File: config.mk
export PLATFORM = sky130hd
export DESIGN_NAME = gif_structure_validator
export DESIGN_NICKNAME = d
export VERILOG_FILES = /design/src/gsv_pkg.sv /design/src/gsv_parser.sv /design/src/gif_structure_validator.sv
export SDC_FILE = /design/constraint.sdc
export NUM_CORES = 1
export LEC_CHECK = 0
export BUFFER_PORTS_ARGS = -buffer_cell sky130_fd_sc_hd__buf_2
export CAP_MARGIN = 20
export CORE_MARGIN = 8
export CORE_UTILIZATION = 30
export DETAILED_ROUTE_END_ITERATION = 16
export GPL_ROUTABILITY_DRIVEN = 0
export GPL_TIMING_DRIVEN = 0
export PLACE_DENSITY_LB_ADDON = 0.3
export SETUP_SLACK_MARGIN = 0.3
export SLEW_MARGIN = 15
export SYNTH_ARGS = -nofsm -noshare
export SYNTH_HDL_FRONTEND = slang
export SYNTH_HIERARCHICAL = 1
export SYNTH_SLANG_ARGS = --single-unit
File: constraint.sdc
create_clock -name clk_i -period 6.23 [get_ports clk_i]
set_input_delay 0.623 -clock clk_i [delete_from_list [all_inputs] [get_ports clk_i]]
set_output_delay 0.623 -clock clk_i [all_outputs]
set_load 0.005 [all_outputs]
File: src/gsv_pkg.sv
// types, codes and helpers shared by the gif structure validator
`timescale 1ns / 1ps
`default_nettype none
package gsv_pkg;

  typedef enum logic [3:0] {
    PH_SIG      = 4'd0,
    PH_HDR      = 4'd1,
    PH_GCT      = 4'd2,
    PH_BLOCK    = 4'd3,
    PH_DESC     = 4'd4,
    PH_LCT      = 4'd5,
    PH_LZW      = 4'd6,
    PH_EXTLABEL = 4'd7,
    PH_EXTSTART = 4'd8,
    PH_SUBSIZE  = 4'd9,
    PH_SUBDATA  = 4'd10
  } phase_e;

  typedef enum logic [3:0] {
    ST_VALID      = 4'd0,
    ST_NO_SIG     = 4'd1,
    ST_HEADER     = 4'd2,
    ST_GCT        = 4'd3,
    ST_DESC       = 4'd4,
    ST_LCT        = 4'd5,
    ST_LZW_SIZE   = 4'd6,
    ST_IMG_SUB    = 4'd7,
    ST_EXT_LABEL  = 4'd8,
    ST_EXT        = 4'd9,
    ST_EXT_SUB    = 4'd10,
    ST_BAD_MARKER = 4'd11,
    ST_NO_TRAILER = 4'd12
  } status_e;

  typedef struct packed {
    logic [7:0] data_byte;
    logic       end_of_blob;
  } in_t;

  typedef struct packed {
    status_e     status;
    logic [31:0] total_length;
    logic        version_89a;
    logic [15:0] image_width;
    logic [15:0] image_height;
  } out_t;

  localparam logic [7:0] BYTE_TRAILER   = 8'h3B;
  localparam logic [7:0] BYTE_IMAGE     = 8'h2C;
  localparam logic [7:0] BYTE_EXTENSION = 8'h21;
  localparam logic [7:0] BYTE_ZERO      = 8'h00;
  localparam logic [7:0] CHAR_G         = 8'h47;
  localparam logic [7:0] CHAR_I         = 8'h49;
  localparam logic [7:0] CHAR_F         = 8'h46;
  localparam logic [7:0] CHAR_8         = 8'h38;
  localparam logic [7:0] CHAR_7         = 8'h37;
  localparam logic [7:0] CHAR_9         = 8'h39;
  localparam logic [7:0] CHAR_A         = 8'h61;

  localparam logic [3:0] IDX_SIG_VER    = 4'd4;
  localparam logic [3:0] IDX_SIG_END    = 4'd6;
  localparam logic [3:0] IDX_WIDTH_LO   = 4'd6;
  localparam logic [3:0] IDX_WIDTH_HI   = 4'd7;
  localparam logic [3:0] IDX_HEIGHT_LO  = 4'd8;
  localparam logic [3:0] IDX_HEIGHT_HI  = 4'd9;
  localparam logic [3:0] IDX_FLAGS      = 4'd10;
  localparam logic [3:0] IDX_HDR_END    = 4'd13;
  localparam logic [3:0] IDX_DESC_END   = 4'd9;

  localparam int SKIP_BITS = 10;

  // colour table size in bytes: 3 * 2^(n+1) when the table flag is set
  function automatic logic [SKIP_BITS-1:0] table_bytes(input logic [7:0] flags);
    logic [SKIP_BITS-1:0] size;
    size = flags[7] ? (SKIP_BITS'(6) << flags[2:0]) : '0;
    return size;
  endfunction

endpackage
`default_nettype wire

File: src/gsv_parser.sv
// parser state and single-byte state update of the gif structure validator
`timescale 1ns / 1ps
`default_nettype none
module gsv_parser
  import gsv_pkg::*;
#(
  parameter int LENGTH_BITS = 32
) (
  input  wire logic clk_i,
  input  wire logic rst_ni,
  input  wire logic step_i,
  input  wire in_t  in_i,
  output logic      emit_o,
  output out_t      result_o
);

  phase_e               phase_q, phase_d;
  logic [SKIP_BITS-1:0] skip_q, skip_d;
  logic [3:0]           hidx_q, hidx_d;
  logic [15:0]          width_q, width_d;
  logic [15:0]          height_q, height_d;
  logic                 v89_q, v89_d;
  logic                 inext_q, inext_d;
  logic [LENGTH_BITS-1:0] cnt_q, cnt_d;
  logic                 given_q, given_d;

  logic [LENGTH_BITS-1:0] cnt_inc;
  logic [31:0]            total_len;
  logic [SKIP_BITS-1:0]   skip_dec;
  logic [3:0]             hidx_inc;
  logic [7:0]             b;

  assign b        = in_i.data_byte;
  assign cnt_inc  = (&cnt_q) ? cnt_q : cnt_q + LENGTH_BITS'(1);
  assign skip_dec = (skip_q != '0) ? skip_q - SKIP_BITS'(1) : '0;
  assign hidx_inc = hidx_q + 4'd1;

  // reported length saturates at 32 bits
  if (LENGTH_BITS > 32) begin : g_len_sat
    assign total_len = (|cnt_inc[LENGTH_BITS-1:32]) ? '1 : cnt_inc[31:0];
  end else begin : g_len_ext
    assign total_len = 32'(cnt_inc);
  end

  function automatic status_e trunc_code(input phase_e ph, input logic ext);
    status_e code;
    unique case (ph)
      PH_SIG:      code = ST_NO_SIG;
      PH_HDR:      code = ST_HEADER;
      PH_GCT:      code = ST_GCT;
      PH_BLOCK:    code = ST_NO_TRAILER;
      PH_DESC:     code = ST_DESC;
      PH_LCT:      code = ST_LCT;
      PH_LZW:      code = ST_LZW_SIZE;
      PH_EXTLABEL: code = ST_EXT_LABEL;
      PH_EXTSTART: code = ST_EXT;
      default:     code = ext ? ST_EXT_SUB : ST_IMG_SUB;
    endcase
    return code;
  endfunction

  always_comb begin
    logic        has;
    logic        ok;
    status_e     st;
    logic        early;
    logic        v89_r;
    logic [15:0] width_r;
    logic [15:0] height_r;
    phase_d  = phase_q;
    skip_d   = skip_q;
    hidx_d   = hidx_q;
    width_d  = width_q;
    height_d = height_q;
    v89_d    = v89_q;
    inext_d  = inext_q;
    cnt_d    = cnt_q;
    given_d  = given_q;
    has      = 1'b0;
    ok       = 1'b1;
    st       = ST_VALID;
    early    = 1'b0;
    v89_r    = v89_q;
    width_r  = width_q;
    height_r = height_q;
    if (given_q) begin
      if (in_i.end_of_blob) begin
        phase_d  = PH_SIG;
        skip_d   = '0;
        hidx_d   = '0;
        width_d  = '0;
        height_d = '0;
        v89_d    = 1'b0;
        inext_d  = 1'b0;
        cnt_d    = '0;
        given_d  = 1'b0;
      end
    end else begin
      cnt_d = cnt_inc;
      unique case (phase_q)
        PH_SIG: begin
          unique case (hidx_q)
            4'd0:        ok = (b == CHAR_G);
            4'd1:        ok = (b == CHAR_I);
            4'd2:        ok = (b == CHAR_F);
            4'd3:        ok = (b == CHAR_8);
            IDX_SIG_VER: begin
              ok    = (b == CHAR_7) || (b == CHAR_9);
              v89_d = (b == CHAR_9);
            end
            default:     ok = (b == CHAR_A);
          endcase
          if (!ok) begin
            has = 1'b1;
            st  = ST_NO_SIG;
          end else begin
            hidx_d = hidx_inc;
            if (hidx_inc >= IDX_SIG_END) begin
              phase_d = PH_HDR;
            end
          end
        end
        PH_HDR: begin
          unique case (hidx_q)
            IDX_WIDTH_LO:  width_d  = {width_q[15:8], b};
            IDX_WIDTH_HI:  width_d  = {b, width_q[7:0]};
            IDX_HEIGHT_LO: height_d = {height_q[15:8], b};
            IDX_HEIGHT_HI: height_d = {b, height_q[7:0]};
            IDX_FLAGS:     skip_d   = table_bytes(b);
            default:       ;
          endcase
          hidx_d = hidx_inc;
          if (hidx_inc >= IDX_HDR_END) begin
            hidx_d  = '0;
            phase_d = (skip_d != '0) ? PH_GCT : PH_BLOCK;
          end
        end
        PH_GCT, PH_LCT: begin
          skip_d = skip_dec;
          if (skip_dec == '0) begin
            phase_d = (phase_q == PH_GCT) ? PH_BLOCK : PH_LZW;
          end
        end
        PH_BLOCK: begin
          priority if (b == BYTE_TRAILER) begin
            has = 1'b1;
            st  = ST_VALID;
          end else if (b == BYTE_IMAGE) begin
            hidx_d  = '0;
            phase_d = PH_DESC;
          end else if (b == BYTE_EXTENSION) begin
            phase_d = PH_EXTLABEL;
          end else begin
            has = 1'b1;
            st  = ST_BAD_MARKER;
          end
        end
        PH_DESC: begin
          hidx_d = hidx_inc;
          if (hidx_inc >= IDX_DESC_END) begin
            hidx_d  = '0;
            skip_d  = table_bytes(b);
            phase_d = (table_bytes(b) != '0) ? PH_LCT : PH_LZW;
          end
        end
        PH_LZW: begin
          inext_d = 1'b0;
          phase_d = PH_SUBSIZE;
        end
        PH_EXTLABEL: begin
          inext_d = 1'b1;
          phase_d = PH_EXTSTART;
        end
        PH_EXTSTART, PH_SUBSIZE: begin
          if (b == BYTE_ZERO) begin
            phase_d = PH_BLOCK;
          end else begin
            skip_d  = SKIP_BITS'(b);
            phase_d = PH_SUBDATA;
          end
        end
        PH_SUBDATA: begin
          skip_d = skip_dec;
          if (skip_dec == '0) begin
            phase_d = PH_SUBSIZE;
          end
        end
        default: begin
          phase_d = PH_SIG;
        end
      endcase
      if (!has && in_i.end_of_blob) begin
        has = 1'b1;
        st  = trunc_code(phase_d, inext_d);
      end
      // verdict fields come from the state after this byte, before any rearm
      v89_r    = v89_d;
      width_r  = width_d;
      height_r = height_d;
      if (has) begin
        if (in_i.end_of_blob) begin
          phase_d  = PH_SIG;
          skip_d   = '0;
          hidx_d   = '0;
          width_d  = '0;
          height_d = '0;
          v89_d    = 1'b0;
          inext_d  = 1'b0;
          cnt_d    = '0;
          given_d  = 1'b0;
        end else begin
          given_d = 1'b1;
        end
      end
    end
    early                 = (st == ST_NO_SIG) || (st == ST_HEADER);
    emit_o                = has;
    result_o.status       = st;
    result_o.total_length = total_len;
    result_o.version_89a  = early ? 1'b0 : v89_r;
    result_o.image_width  = early ? 16'd0 : width_r;
    result_o.image_height = early ? 16'd0 : height_r;
  end

  always_ff @(posedge clk_i or negedge rst_ni) begin
    if (!rst_ni) begin
      phase_q  <= PH_SIG;
      skip_q   <= '0;
      hidx_q   <= '0;
      width_q  <= '0;
      height_q <= '0;
      v89_q    <= 1'b0;
      inext_q  <= 1'b0;
      cnt_q    <= '0;
      given_q  <= 1'b0;
    end else if (step_i) begin
      phase_q  <= phase_d;
      skip_q   <= skip_d;
      hidx_q   <= hidx_d;
      width_q  <= width_d;
      height_q <= height_d;
      v89_q    <= v89_d;
      inext_q  <= inext_d;
      cnt_q    <= cnt_d;
      given_q  <= given_d;
    end
  end

endmodule
`default_nettype wire

File: src/gif_structure_validator.sv
// top level of the gif structure validator: input register, parser, verdict register
`timescale 1ns / 1ps
`default_nettype none
// Streaming GIF87a/GIF89a block-structure checker. Feed the stream one byte per
// transaction, starting at the first signature byte, and mark the last byte with
// end_of_blob. The block returns one verdict per stream (valid at the trailer, or
// an error code with the byte count, screen size and version); bytes after a
// verdict are dropped until the end mark rearms it. One byte is taken every
// cycle unless the input stalls: each byte sits in an input register, updates
// the parser state and, when it closes the stream, loads the verdict register,
// so a verdict reaches the output through the input and verdict registers. The
// input stalls only while a verdict waits in the output register and the next
// byte would give another.
module gif_structure_validator
  import gsv_pkg::*;
#(
  parameter int LENGTH_BITS = 32
) (
  input  wire logic clk_i,
  input  wire logic rst_ni,
  input  wire logic in_valid_i,
  output logic      in_ready_o,
  input  wire in_t  in_data_i,
  output logic      out_valid_o,
  input  wire logic out_ready_i,
  output out_t      out_data_o
);

  logic in_valid_q;
  in_t  in_q;
  logic out_valid_q, out_valid_d;
  out_t out_q;
  logic emit;
  out_t result;
  logic advance;

  gsv_parser #(
    .LENGTH_BITS(LENGTH_BITS)
  ) u_parser (
    .clk_i   (clk_i),
    .rst_ni  (rst_ni),
    .step_i  (advance),
    .in_i    (in_q),
    .emit_o  (emit),
    .result_o(result)
  );

  assign advance    = in_valid_q && (!out_valid_q || out_ready_i || !emit);
  assign in_ready_o = !in_valid_q || advance;

  always_comb begin
    out_valid_d = out_valid_q;
    if (out_ready_i) begin
      out_valid_d = 1'b0;
    end
    if (advance && emit) begin
      out_valid_d = 1'b1;
    end
  end

  always_ff @(posedge clk_i or negedge rst_ni) begin
    if (!rst_ni) begin
      in_valid_q  <= 1'b0;
      out_valid_q <= 1'b0;
    end else begin
      out_valid_q <= out_valid_d;
      if (in_ready_o) begin
        in_valid_q <= in_valid_i;
      end
    end
  end

  always_ff @(posedge clk_i) begin
    if (in_ready_o && in_valid_i) begin
      in_q <= in_data_i;
    end
    if (advance && emit) begin
      out_q <= result;
    end
  end

  assign out_valid_o = out_valid_q;
  assign out_data_o  = out_q;

endmodule
`default_nettype wire

## Word level (Yosys, flattened, before mapping)

Cells that the tools add are included.

| word-level totals | value |
|---|---|
| bits in registers | 165 |
| input bits | 13 |
| output and inout bits | 71 |
| word-level logic and storage cells | 188 |

| cells by class | value |
|---|---|
| $add $sub $neg | 3 |
| order comparisons | 3 |
| equal/unequal tests | 40 |
| shifts and indexed selects | 1 |
| multiplexer cells | 96 |
| reduce and logical (&&, ||, !) cells | 27 |

Operators by type and width:

| operator | number |
|---|---|
| 2-to-1 mux 16 bit | 11 |
| 2-to-1 mux 32 bit | 5 |
| 2-to-1 mux 4 bit | 29 |
| 2-to-1 mux 10 bit | 11 |
| one-hot mux 4 bit (9 select lines) | 2 |
| one-hot mux 16 bit (2 select lines) | 2 |
| equality test 8 x 6 -> 1 bit (second input constant) | 6 |
| equality test 4 x 3 -> 1 bit (second input constant) | 11 |
| one-hot mux 10 bit (4 select lines) | 1 |
| adder 32 x 1 -> 32 bit (second input constant) | 1 |
| equality test 8 x 7 -> 1 bit (second input constant) | 4 |
| AND reduction 32 bit | 1 |
| nonzero test 10 bit | 3 |
| equality test 4 x 2 -> 1 bit (second input constant) | 7 |
| equality test 4 bit (second input constant) | 7 |
| 2-to-1 mux 1 bit | 28 |
| equality test 4 x 1 -> 1 bit (second input constant) | 4 |
| one-hot mux 4 bit (4 select lines) | 1 |
| logical NOT 4 bit | 3 |
| logical NOT 10 bit | 1 |
| left shift 3 x 3 -> 10 bit (first input constant) | 1 |
| subtractor 10 x 1 -> 10 bit (second input constant) | 1 |
| >= comparator 4 bit (second input constant) | 2 |
| logical NOT 8 bit | 1 |
| other kinds (15) | 27 |

## Depth between registers and ports, before layout

Gate-level depths: netlist of run 1.

| logic depth | value |
|---|---|
| word-level depth | 18 |
| mapped depth | 15 |
| mapped depth without buffers | 13 |

## Modules after synthesis

Netlist of run 1, hierarchy kept.

Modules (own cells, without submodules):

| module | instances | cells each | area an instance (sq um) | sequential area each (sq um) |
|---|---|---|---|---|
| gsv_parser | 1 | 761 | 6314.8 | 2127.0 |
| gif_structure_validator | 1 | 88 | 2448.6 | 2392.3 |

## Worst setup path after synthesis of run 1

Ideal clock, no wire load.

| path | value |
|---|---|
| path kind | register -> register |
| start | register u_parser.hidx_q[0] |
| end | register out_q (netlist bit out_data_o[0]), enable pin |
| arrival time | 5.035 ns |
| required time | 5.734 ns |
| path slack | 0.698 ns |
| stages on the path, launching flop included | 11 |
| path buffers | 1 |
| clock period less this slack | 5.532 ns |
| cell sequence | dfrtp_1 -> inv_1 -> ha_1 -> clkbuf_1 -> a2bb2oi_1 -> a21oi_1 -> a221oi_1 -> o31ai_1 -> a31oi_1 -> nand2_1 -> nor2_1 |

| between the ends | value |
|---|---|
| cells in the longest elaborated chain, start to end | 16 |
| elaborated cells between the ends (all ways) | 20 |
| those cells by class | eq/ne: 4; mux: 9; reduce/logical: 7 |

RTL lines:

| item | line | text |
|---|---|---|
| from (decl) | gsv_parser.sv:19 | `logic [3:0] hidx_q, hidx_d;` |
| from (signal assigned) | gsv_parser.sv:239 | `hidx_q <= hidx_d;` |
| equality test 4 x 3 -> 1 bit (tied with other cells) | gsv_parser.sv:102 | `unique case (hidx_q)` |
| one-hot mux 1 bit (5 select lines) * | gsv_parser.sv:102 |  |
| 2-to-1 mux 1 bit * | gsv_parser.sv:100 | `unique case (phase_q)` |
| 2-to-1 mux 1 bit * | gsv_parser.sv:86 | `if (given_q) begin` |
| 2-to-1 mux 1 bit * | gsv_parser.sv:113 | `if (!ok) begin` |
| one-hot mux 1 bit (2 select lines) * | gsv_parser.sv:100 |  |
| 2-to-1 mux 1 bit * | gsv_parser.sv:86 |  |
| logical NOT 1 bit | gsv_parser.sv:192 | `if (!has && in_i.end_of_blob) begin` |
| logical AND 1 bit | gsv_parser.sv:192 |  |
| 2-to-1 mux 1 bit * | gsv_parser.sv:192 |  |
| 2-to-1 mux 1 bit * (2 in a row) | gsv_parser.sv:86 |  |
| net emit | gif_structure_validator.sv:33 | `logic emit;` |
| logical NOT 1 bit | gif_structure_validator.sv:48 | `assign advance = in_valid_q && (!out_valid_q \|\| out_ready_i \|\| !emit);` |
| logical OR 1 bit | gif_structure_validator.sv:48 |  |
| logical AND 1 bit | gif_structure_validator.sv:48 |  |
| logical AND 1 bit * | gif_structure_validator.sv:77 | `if (advance && emit) begin` |
| to (signal assigned) | gif_structure_validator.sv:78 | `out_q <= result;` |
| to (decl) | gif_structure_validator.sv:32 | `out_t out_q;` |

Mark *: on every way through the listed nets, which the timed path passes. The rest lies on a longest branch. The select of a mux whose other input is x is not followed.
A chain may end at the register's enable or synchronous reset.

## Final worst setup path of run 1

| path | value |
|---|---|
| start | register u_parser.hidx_q[0] |
| end | register u_parser.skip_q[6] |

| between the ends | value |
|---|---|
| cells in the longest elaborated chain, start to end | 16 |
| elaborated cells between the ends (all ways) | 31 |
| those cells by class | add/sub: 1; order compare: 1; eq/ne: 5; mux: 17; reduce/logical: 7 |

RTL lines:

| item | line | text |
|---|---|---|
| equality test 4 x 3 -> 1 bit (tied with other cells) | gsv_parser.sv:102 |  |
| one-hot mux 1 bit (5 select lines) * | gsv_parser.sv:102 |  |
| 2-to-1 mux 1 bit * | gsv_parser.sv:100 |  |
| 2-to-1 mux 1 bit * | gsv_parser.sv:86 |  |
| 2-to-1 mux 1 bit * | gsv_parser.sv:113 |  |
| one-hot mux 1 bit (2 select lines) * | gsv_parser.sv:100 |  |
| 2-to-1 mux 1 bit * | gsv_parser.sv:86 |  |
| logical NOT 1 bit | gsv_parser.sv:192 |  |
| logical AND 1 bit | gsv_parser.sv:192 |  |
| 2-to-1 mux 1 bit * | gsv_parser.sv:192 |  |
| 2-to-1 mux 1 bit * (2 in a row) | gsv_parser.sv:86 |  |
| net emit | gif_structure_validator.sv:33 |  |
| logical NOT 1 bit * | gif_structure_validator.sv:48 |  |
| logical OR 1 bit * | gif_structure_validator.sv:48 |  |
| logical AND 1 bit * | gif_structure_validator.sv:48 |  |
| net advance | gif_structure_validator.sv:35 | `logic advance;` |
| AND reduction 2 bit (no line) * | n/a |  |
| to (signal assigned) | gsv_parser.sv:238 | `skip_q <= skip_d;` |
| to (decl) | gsv_parser.sv:18 | `logic [SKIP_BITS-1:0] skip_q, skip_d;` |

Marked as above.

==> flow_metrics.py, run 1 <==
metrics = {
    "status": {
        "status": "complete, no violations",
    },
    "clock_network": {
        "clock_insertion_delay_worst_skew_ns": 0.44,
        "cts_hold_buffers": 0,
        "cts_tree": "yes",
        "cts_made_buffers": 17,
        "clk_pin_slew_worst_paths_ns": 0.08,
        "max-clock-path-buffers": 2,
        "htreeDepth": 4,
        "ctsResizeCount": 0,
        "clock-sinks": 165,
        "clk_root_buffer_cell": "sky130_fd_sc_hd__clkbuf_16",
        "buffer_count_from_post_cts_setup_fixing": 0,
    },
    "place": {
        "detailed_place.area_mm2": 0.00974,
        "place.port_buffers": 83,
        "hpwlAfterDp_um": 17500,
    },
    "critical_path": {
        "reg2reg_from": "u_parser/hidx_q[0]",
        "r2r_cells": 13,
        "critical_path.startpoint_type": "flop",
        "worst_setup_path_end_kind": "flop",
        "critical_path.reg2reg.endpoint": "u_parser/skip_q[6]",
        "worst-endpoint-required_ns": 6.59,
        "register_to_register_setup_slack_ns": 1.22,
        "critical_path_arrival_ns": 5.37,
        "critical_path_peak_fanout": 10,
        "critical_path_class": "flop to flop",
    },
    "synthesis": {
        "yosys.area_share.simple": 0.158,
        "synth.cell_area_mm2": 0.00876,
        "synth.net_count": 871,
        "syn_area_per_cell_um2": 10.3,
        "synth_seq_cells": 165,
        "yosys-mux-area-fraction": 0.00614,
        "async_reset_ff_frac": 0.527,
        "seq_area_frac_synth": 0.516,
        "synth_enable_flop_cells": 78,
        "synth_compound_area_frac": 0.239,
        "synthesis.instances": 849,
        "ys_types": 70,
        "ys_dominant_reg_cell": "sky130_fd_sc_hd__dfrtp_1",
        "synthAdderAreaFrac": 0.0128,
        "synth_top_family_by_area": "compound AO/OA/AOI/OAI gates",
        "synthXorXnorAreaFrac": 0.0360,
        "number_of_warning_messages_in_the_yosys_log": 6,
    },
    "final_layout": {
        "antennaDiodeCount": 0,
        "drive_gt1_frac": 0.180,
        "area_growth_pct": 18.1,
        "area_of_the_multi_input_gates_mm2": 0.00398,
        "fin_area_mm2": 0.0104,
        "fin_nets": 977,
        "register_area_mm2": 0.00452,
        "final.fill_count": 2929,
    },
    "sta": {
        "post_route_fraction_of_the_period_consumed_by_the_critical_path": 0.804,
        "timing_worst_slew_pin_value_ns": 0.830,
        "report.final.setup_viol": 0,
        "maxClockFrequency_mhz": 200,
        "finalClockSkew_ns": 0.0117,
        "slew_violations": 0,
        "final_period_minus_worst_setup_slack_ns": 5.01,
        "rsz0062_at_grt": "no",
        "hold_violations": 0,
        "tns_ns": 0,
        "slew_headroom": 0.443,
    },
    "routing": {
        "remaining_drc_errors": 0,
        "total_wire_length_after_detailed_routing_um": 24700,
        "number_of_vias_per_cell": 5.34,
        "drt_first_pass_iters": 8,
        "vias": 7221,
        "routedWlPerCell_um": 18.2,
        "drtIter0Drc": 746,
        "route.antenna.remaining_nets": 0,
    },
    "global_routing": {
        "grt_pass1_wl_um": 39700,
        "initial_antenna_violation_count": 0,
        "first_global_vias": 7041,
        "grt_overflow_total": 0,
        "grt_util_all_layers": 0.141,
        "grt_start_max_net_pins": 51,
    },
    "floorplan": {
        "die-height_um": 187,
        "core_area_mm2": 0.0287,
        "ios": 84,
        "chipWidth_um": 187,
        "num_rows": 62,
        "design.die.area_mm2": 0.0349,
        "floorplan.initialDensity": 0.305,
    },
    "power": {
        "design_power_uw": 2590,
        "pwr_density_cell_mw_per_mm2": 251,
        "largest_vdd_supply_drop_v": 0.000185,
        "power_leakage_uw": 0.00402,
    },
    "job": {
        "max_cap_violations": 0,
    },
    "hold_path": {
        "min_path_type": "primary input to asynchronous set/reset pin",
    },
}
==> metal layers <==
layer  vias up  GRT usage  part of all wire  wire length, um
li1       3435          -                 -                -
met4         0     0.0486             0.021              525
met5         -          0                 0                0
met2       249      0.213              0.45            11000
met1      3500      0.196              0.47            11600
met3        37     0.0302             0.059             1460
==> stage by stage <==
step	hold slack [ns]	util	setup slack (ns)	std cells
after CTS	0.262	0.361	1.30	1352
after detailed placement	0.482	0.339	1.32	1320
after global placement	0.483	0.337	-0.956	1316
final	0.235	0.361	1.22	1352
after global routing	0.283	0.361	0.859	1352
after floorplan	0.327	-	0.698	849
==> worst max-delay path by stage <==
stage / startpoint / to / slack (ns) / cells past startpoint
after floorplan: u_parser/hidx_q[0] / out_data_o[0] / 0.70 / 10
after global placement: u_parser/hidx_q[0] / out_data_o[64] / -0.96 / 10
after detailed placement: u_parser/hidx_q[0] / u_parser/hidx_q[2] / 1.32 / 13
after CTS: u_parser/hidx_q[0] / u_parser/hidx_q[2] / 1.30 / 13
after global routing: u_parser/hidx_q[0] / u_parser/hidx_q[2] / 0.86 / 13
final: u_parser/hidx_q[0] / u_parser/skip_q[6] / 1.22 / 13
==> power breakdown <==
part	switching [uW]	internal [uW]	total (uW)	leakage [uW]
clock	506	578	1080	0.000296
combinational	205	83.1	288	0.00177
sequential	22.2	1200	1220	0.00195
total	733	1860	2590	0.00402
==> cells by family after synthesis <==
logic type | Yosys count
muxes | 5
DFF | 165
adders and majority gates | 9
xor gates and xnor gates | 36
and+or+nand+nor | 276
buffers and inverters | 65
AOI/OAI and AO/OA | 293
==> worst max-delay path, stage by stage (launching register included) <==
cell and delay [ns]:
sky130_fd_sc_hd__dfrtp_1 0.47, sky130_fd_sc_hd__ha_1 0.20, sky130_fd_sc_hd__clkbuf_1 0.41, sky130_fd_sc_hd__inv_1 0.20, sky130_fd_sc_hd__a221oi_1 0.29, sky130_fd_sc_hd__nand4_1 0.18
sky130_fd_sc_hd__o31ai_1 0.55, sky130_fd_sc_hd__a31oi_1 0.32, sky130_fd_sc_hd__a21boi_1 0.45, sky130_fd_sc_hd__and3_1 0.32, sky130_fd_sc_hd__clkbuf_1 0.52, sky130_fd_sc_hd__clkbuf_1 0.59
sky130_fd_sc_hd__o21ai_0 0.28, sky130_fd_sc_hd__nand2_1 0.13
==> state kept, by name (all words and copies together) (netlist names) <==
register           flops
in_valid_q             1
u_parser/skip_q       10
u_parser/cnt_q        32
u_parser/given_q       1
u_parser/hidx_q        4
u_parser/width_q      16
out_data_o            69
u_parser/phase_q       4
u_parser/height_q     16
u_parser/inext_q       1
out_valid_o            1
u_parser/v89_q         1
in_q                   9
==> layout by cell type, fill, tap and decap left out, types with 9 or more instances in the layout <==
cell / instances
sky130_fd_sc_hd__buf_2: 87
sky130_fd_sc_hd__xor2_1: 14
sky130_fd_sc_hd__inv_1: 15
sky130_fd_sc_hd__nor2_1: 45
sky130_fd_sc_hd__a21oi_2: 30
sky130_fd_sc_hd__nand3_1: 25
sky130_fd_sc_hd__a31oi_1: 12
sky130_fd_sc_hd__nand4_1: 9
sky130_fd_sc_hd__and3_1: 9
sky130_fd_sc_hd__nor2b_1: 11
sky130_fd_sc_hd__a22o_1: 45
sky130_fd_sc_hd__nor3_1: 20
sky130_fd_sc_hd__a21oi_1: 35
sky130_fd_sc_hd__edfxtp_1: 78
sky130_fd_sc_hd__dfrtp_1: 87
sky130_fd_sc_hd__clkbuf_1: 40
sky130_fd_sc_hd__nand2b_1: 9
sky130_fd_sc_hd__clkbuf_16: 17
sky130_fd_sc_hd__o21ai_0: 57
sky130_fd_sc_hd__ha_1: 9
sky130_fd_sc_hd__o31ai_1: 17
sky130_fd_sc_hd__nand2_1: 94
sky130_fd_sc_hd__xnor2_1: 22
sky130_fd_sc_hd__a22oi_1: 34
==> synth_stat cells, types with 4 or more instances <==
library cell,count,share of area
sky130_fd_sc_hd__a21oi_1,35,0.020
sky130_fd_sc_hd__ha_1,9,0.013
sky130_fd_sc_hd__or2_1,5,0.0036
sky130_fd_sc_hd__a31oi_1,12,0.0086
sky130_fd_sc_hd__a221oi_1,4,0.0040
sky130_fd_sc_hd__nand3_1,25,0.014
sky130_fd_sc_hd__o31a_1,4,0.0040
sky130_fd_sc_hd__nand2b_1,9,0.0064
sky130_fd_sc_hd__clkbuf_1,40,0.017
sky130_fd_sc_hd__edfxtp_1,78,0.27
sky130_fd_sc_hd__nand3b_1,5,0.0043
sky130_fd_sc_hd__o31ai_1,17,0.015
sky130_fd_sc_hd__o22ai_1,5,0.0036
sky130_fd_sc_hd__dfrtp_1,87,0.25
sky130_fd_sc_hd__o21ai_1,8,0.0046
sky130_fd_sc_hd__or2_2,4,0.0029
sky130_fd_sc_hd__xor2_1,14,0.014
sky130_fd_sc_hd__a22oi_1,34,0.029
sky130_fd_sc_hd__xnor2_1,22,0.022
sky130_fd_sc_hd__buf_6,4,0.0051
sky130_fd_sc_hd__and2_1,6,0.0043
sky130_fd_sc_hd__a21oi_2,30,0.030
sky130_fd_sc_hd__a22o_1,45,0.045
sky130_fd_sc_hd__a211oi_1,5,0.0043
sky130_fd_sc_hd__nor2b_1,11,0.0079
sky130_fd_sc_hd__o21ai_0,57,0.033
sky130_fd_sc_hd__a21o_1,6,0.0051
sky130_fd_sc_hd__and4_1,4,0.0040
sky130_fd_sc_hd__nor2_1,46,0.020
sky130_fd_sc_hd__nor4_1,8,0.0057
sky130_fd_sc_hd__buf_2,4,0.0023
sky130_fd_sc_hd__nor3_1,20,0.011
sky130_fd_sc_hd__and3_1,9,0.0064
sky130_fd_sc_hd__nand4_1,9,0.0064
sky130_fd_sc_hd__nand2_1,94,0.040
sky130_fd_sc_hd__inv_1,15,0.0064
==> final cells by class <==
type                       instances  area share
clock buffer                      17      0.0411
timing repair buffer              87      0.0467
clock inverter                    15      0.0180
sequential                       165       0.437
inverter                          16     0.00580
multi-input combinational        619       0.384
buffer                            49      0.0212
tap                              384      0.0464
(Power assumes the default switching activity.)
==> run 2: changes to the inputs <==
==> constraint.sdc (replaced) <==
create_clock -name clk_i -period 4.81 [get_ports clk_i]
set_input_delay 0.481 -clock clk_i [delete_from_list [all_inputs] [get_ports clk_i]]
set_output_delay 0.481 -clock clk_i [all_outputs]
set_load 0.005 [all_outputs]
==> flow_metrics.py, run 2 (synthesized netlist as in run 1, its figures left out) <==
metrics = {
    "status": {
        "status": "complete, no violations",
    },
    "final_layout": {
        "area_growth_pct": 18.6,
        "most-common-layout-cells": "sky130_fd_sc_hd__nand2_1 (94), sky130_fd_sc_hd__dfrtp_1 (87), sky130_fd_sc_hd__buf_2 (87)",
        "fin_nets": 978,
        "antennaDiodeCount": 0,
        "drive_gt1_frac": 0.193,
        "layout_commonest_cell": "sky130_fd_sc_hd__nand2_1",
        "largest_register_ff_count": 69,
    },
    "sta": {
        "setup_slack_ns": 0.586,
        "post_route_fraction_of_the_period_consumed_by_the_critical_path": 0.878,
        "slew_headroom": 0.409,
        "maxClockFrequency_mhz": 237,
        "report.final.setup_viol": 0,
        "finalClockSkew_ns": 0.0151,
        "tns_ns": 0,
        "hold_violations": 0,
        "worst_hold_slack_ns": 0.210,
        "timing_worst_slew_pin_value_ns": 0.878,
        "final_period_minus_worst_setup_slack_ns": 4.22,
        "slew_violations": 0,
        "rsz0062_at_grt": "no",
    },
    "critical_path": {
        "worst-endpoint-required_ns": 5.15,
        "critical_path.startpoint_type": "flop",
        "worst_setup_path_end_kind": "flop",
        "critical_path_peak_fanout": 10,
        "critical_path_class": "flop to flop",
        "critical_path_arrival_ns": 4.56,
    },
    "job": {
        "max_cap_violations": 0,
    },
    "clock_network": {
        "clk_pin_slew_worst_paths_ns": 0.07,
        "clock_insertion_delay_worst_skew_ns": 0.44,
        "htreeDepth": 4,
        "clk_root_buffer_cell": "sky130_fd_sc_hd__clkbuf_16",
        "cts_tree": "yes",
        "cts_made_buffers": 17,
        "max-clock-path-buffers": 2,
        "buffer_count_from_post_cts_setup_fixing": 0,
        "clock-sinks": 165,
    },
    "routing": {
        "drtIter0Drc": 702,
        "routedWlPerCell_um": 18.2,
        "drt_first_pass_iters": 6,
        "route.antenna.remaining_nets": 0,
        "total_wire_length_after_detailed_routing_um": 24600,
        "vias": 7284,
        "remaining_drc_errors": 0,
        "number_of_vias_per_cell": 5.38,
    },
    "place": {
        "hpwlAfterDp_um": 17400,
        "pre_cts_setup_slack_ns": -0.0616,
        "place.port_buffers": 83,
    },
    "floorplan": {
        "num_rows": 62,
        "chipWidth_um": 187,
        "design.die.area_mm2": 0.0349,
        "die-height_um": 187,
        "floorplan.initialDensity": 0.305,
        "core_area_mm2": 0.0287,
        "ios": 84,
    },
    "global_routing": {
        "initial_antenna_violation_count": 0,
        "first_global_vias": 6905,
        "grt_overflow_total": 0,
        "grt_util_all_layers": 0.139,
        "grt_start_max_net_pins": 68,
        "grt_pass1_wl_um": 39300,
    },
    "hold_path": {
        "min_path_type": "primary input to flop",
    },
    "power": {
        "pwr_density_cell_mw_per_mm2": 321,
        "largest_vdd_supply_drop_v": 0.000247,
        "power_leakage_uw": 0.00405,
    },
}
==> run 2: cell count changes in the layout (fill, tap and decap cells not counted), sizes merged <==
cell / before / now
bufinv: 1 / 2
dlygate4sd3: 0 / 1
clkinv: 6 / 5
==> run 2: metrics by stage <==
step	cell area, um2	total power, uW	util	std cells
3_3_place_gp	9660	1980	0.337	1316
5_1_grt	10400	3480	0.362	1353
3_5_place_dp	9750	1990	0.340	1320
2_1_floorplan	8770	1810	-	849
4_1_cts	10400	3390	0.362	1353
6_report	10400	3340	0.362	1353
==> run 2: what timing repair did <==
item,in CTS,in global routing
gates cloned,0,0
hold buffers,1,0
setup endpoints to repair,106,114
endpoints found under the hold margin,20,0
gates resized for setup,7,10
==> run 2: where the power goes <==
group / total, uW / internal, uW / switching (uW)
clock: 1380 / 778 / 599
combinational: 378 / 111 / 267
sequential: 1580 / 1560 / 28.8
==> run 2: cell type report <==
cell class	count	area, um2
multi-input combinational	619	4010
sequential	165	4520
inverter	16	60.1
tap	384	480
clock inverter	15	168
clock buffer	17	425
buffer	49	228
fill	2892	18300
timing repair buffer	88	507
==> run 2: final timing paths <==
check	start	end	slack (ns)	cells past startpoint
worst max-delay path	u_parser/hidx_q[0]	u_parser/cnt_q[31]	0.59	13
worst min-delay path	in_data_i[4]	in_q[4]	0.21	1
worst max register to register	u_parser/hidx_q[0]	u_parser/cnt_q[31]	0.59	13
worst min register to register	u_parser/height_q[8]	u_parser/height_q[8]	0.50	1
max in group asynchronous	rst_ni	u_parser/height_q[13]	3.73	3
min in group asynchronous	rst_ni	u_parser/cnt_q[31]	0.46	2
==> run 2: layer usage <==
metal	up-vias	routed length, um	part of all wire	track usage
li1	3444	-	-	-
met1	3540	11800	0.48	0.195
met2	271	10900	0.44	0.207
met3	29	1530	0.062	0.0328
met4	0	381	0.015	0.0476
met5	-	0	0	0
==> run 2: critical path: stages (launching register included) <==
cell and delay (ns):
sky130_fd_sc_hd__dfrtp_1 0.46, sky130_fd_sc_hd__inv_1 0.12, sky130_fd_sc_hd__ha_1 0.15, sky130_fd_sc_hd__clkbuf_1 0.41, sky130_fd_sc_hd__a2bb2oi_1 0.29, sky130_fd_sc_hd__a21oi_1 0.07, sky130_fd_sc_hd__a221oi_1 0.47, sky130_fd_sc_hd__o31ai_2 0.21
sky130_fd_sc_hd__a31oi_2 0.35, sky130_fd_sc_hd__a21boi_2 0.17, sky130_fd_sc_hd__o21ai_1 0.48, sky130_fd_sc_hd__clkbuf_1 0.64, sky130_fd_sc_hd__o21ai_0 0.19, sky130_fd_sc_hd__o31ai_1 0.11
==> run 3: changes to the inputs <==
--- a/config.mk
+++ b/config.mk
@@ -11,8 +11,8 @@
 export CORE_UTILIZATION = 30
 export DETAILED_ROUTE_END_ITERATION = 16
 export GPL_ROUTABILITY_DRIVEN = 0
-export GPL_TIMING_DRIVEN = 0
 export PLACE_DENSITY_LB_ADDON = 0.3
+export RECOVER_POWER = 100
 export SETUP_SLACK_MARGIN = 0.3
 export SLEW_MARGIN = 15
 export SYNTH_ARGS = -nofsm -noshare
==> flow_metrics.py, run 3 (synthesized netlist as in run 1, its figures left out) <==
metrics = {
    "place": {
        "hpwlAfterDp_um": 16100,
        "pre_cts_setup_slack_ns": 0.581,
        "place.port_buffers": 83,
    },
    "floorplan": {
        "num_rows": 62,
        "die-height_um": 187,
        "floorplan.initialDensity": 0.305,
        "ios": 84,
        "chipWidth_um": 187,
        "design.die.area_mm2": 0.0349,
        "core_area_mm2": 0.0287,
    },
    "critical_path": {
        "worst-endpoint-required_ns": 4.84,
        "critical_path_arrival_ns": 4.30,
        "worst_setup_path_end_kind": "flop",
        "critical_path_class": "flop to flop",
        "critical_path_peak_fanout": 69,
        "critical_path.startpoint_type": "flop",
    },
    "job": {
        "max_cap_violations": 2,
    },
    "routing": {
        "total_wire_length_after_detailed_routing_um": 23500,
        "drt_first_pass_iters": 5,
        "routedWlPerCell_um": 17.8,
        "number_of_vias_per_cell": 5.36,
        "remaining_drc_errors": 0,
        "drtIter0Drc": 606,
        "route.antenna.remaining_nets": 0,
        "vias": 7069,
    },
    "clock_network": {
        "cts_made_buffers": 17,
        "cts_tree": "yes",
        "htreeDepth": 4,
        "clock-sinks": 165,
        "buffer_count_from_post_cts_setup_fixing": 0,
        "clk_root_buffer_cell": "sky130_fd_sc_hd__clkbuf_16",
        "clk_pin_slew_worst_paths_ns": 0.07,
        "ctsResizeCount": 0,
        "max-clock-path-buffers": 2,
        "cts_hold_buffers": 0,
        "clock_insertion_delay_worst_skew_ns": 0.43,
    },
    "sta": {
        "rsz0062_at_grt": "no",
        "slew_violations": 113,
        "tns_ns": 0,
        "timing_worst_slew_pin_value_ns": 2.58,
        "final_period_minus_worst_setup_slack_ns": 4.26,
        "report.final.setup_viol": 0,
        "hold_violations": 0,
        "post_route_fraction_of_the_period_consumed_by_the_critical_path": 0.887,
        "finalClockSkew_ns": 0.00858,
        "slew_headroom": -0.719,
        "setup_slack_ns": 0.546,
        "maxClockFrequency_mhz": 234,
    },
    "final_layout": {
        "most-common-layout-cells": "sky130_fd_sc_hd__nand2_1 (94), sky130_fd_sc_hd__dfrtp_1 (87), sky130_fd_sc_hd__edfxtp_1 (78)",
        "layout_commonest_cell": "sky130_fd_sc_hd__nand2_1",
        "drive_gt1_frac": 0.0974,
        "area_growth_pct": 14.2,
        "largest_register_ff_count": 69,
        "antennaDiodeCount": 0,
        "fin_nets": 943,
    },
    "global_routing": {
        "grt_pass1_wl_um": 38300,
        "grt_start_max_net_pins": 70,
        "grt_overflow_total": 0,
        "initial_antenna_violation_count": 0,
        "grt_util_all_layers": 0.135,
        "first_global_vias": 6850,
    },
    "status": {
        "status": "finished with violations",
        "failing_checks": "capacitance limit, slew limit",
    },
    "power": {
        "pwr_density_cell_mw_per_mm2": 329,
        "power_leakage_uw": 0.00381,
        "largest_vdd_supply_drop_v": 0.000257,
    },
    "hold_path": {
        "min_path_type": "primary input to flop",
    },
}
==> run 3: worst paths after layout <==
kind                                 startpoint                   end  slack (ns)  depth (start not counted)
max in group asynchronous                rst_ni  u_parser/height_q[0]        1.72                          2
max                          u_parser/hidx_q[0]        out_data_o[64]        0.55                         10
min                                in_data_i[2]               in_q[2]        0.22                          1
min in group asynchronous                rst_ni    u_parser/cnt_q[26]        0.86                          1
max reg2reg                  u_parser/hidx_q[0]        out_data_o[64]        0.55                         10
min reg2reg                u_parser/height_q[8]  u_parser/height_q[8]        0.50                          1
==> run 3: routing by layer <==
| layer | track usage | share of wire |
|---|---|---|
| met1 | 0.183 | 0.47 |
| met2 | 0.207 | 0.46 |
| met3 | 0.0311 | 0.062 |
| met4 | 0.0455 | 0.016 |
| met5 | 0 | 0 |
==> run 3: final cells by class <==
class	count	area, um2
clock buffer	17	425
clock inverter	15	168
fill	2964	18700
inverter	16	60.1
multi-input combinational	619	3880
sequential	165	4520
tap	384	480
timing repair buffer	102	473
==> run 3: critical path, cell delays in order, from the launching register on <==
cell and delay (ns):
sky130_fd_sc_hd__dfrtp_1 0.45, sky130_fd_sc_hd__inv_1 0.11, sky130_fd_sc_hd__ha_1 0.39, sky130_fd_sc_hd__a2bb2oi_1 0.28
sky130_fd_sc_hd__a21oi_1 0.09, sky130_fd_sc_hd__a221oi_1 0.40, sky130_fd_sc_hd__o31ai_1 0.23, sky130_fd_sc_hd__a31oi_1 0.42
sky130_fd_sc_hd__nand2_1 0.17, sky130_fd_sc_hd__nor2_4 0.12, sky130_fd_sc_hd__buf_2 1.08
==> run 3: per-stage QoR <==
stage	hold slack, ns	power (uW)	instances	utilization	area [um2]
finish	0.218	3290	1318	0.349	10000
global route	0.194	3430	1318	0.349	10000
CTS	0.0591	3360	1318	0.356	10200
detailed placement	0.482	1970	1286	0.335	9630
global placement	0.483	1970	1286	0.335	9630
floorplan	0.185	1810	849	-	8770
==> run 3: power breakdown <==
group	total (uW)	internal (uW)	switching [uW]
Combinational	306	84.0	222
Sequential	1610	1560	48.6
Clock	1380	777	599
Total	3290	2420	870
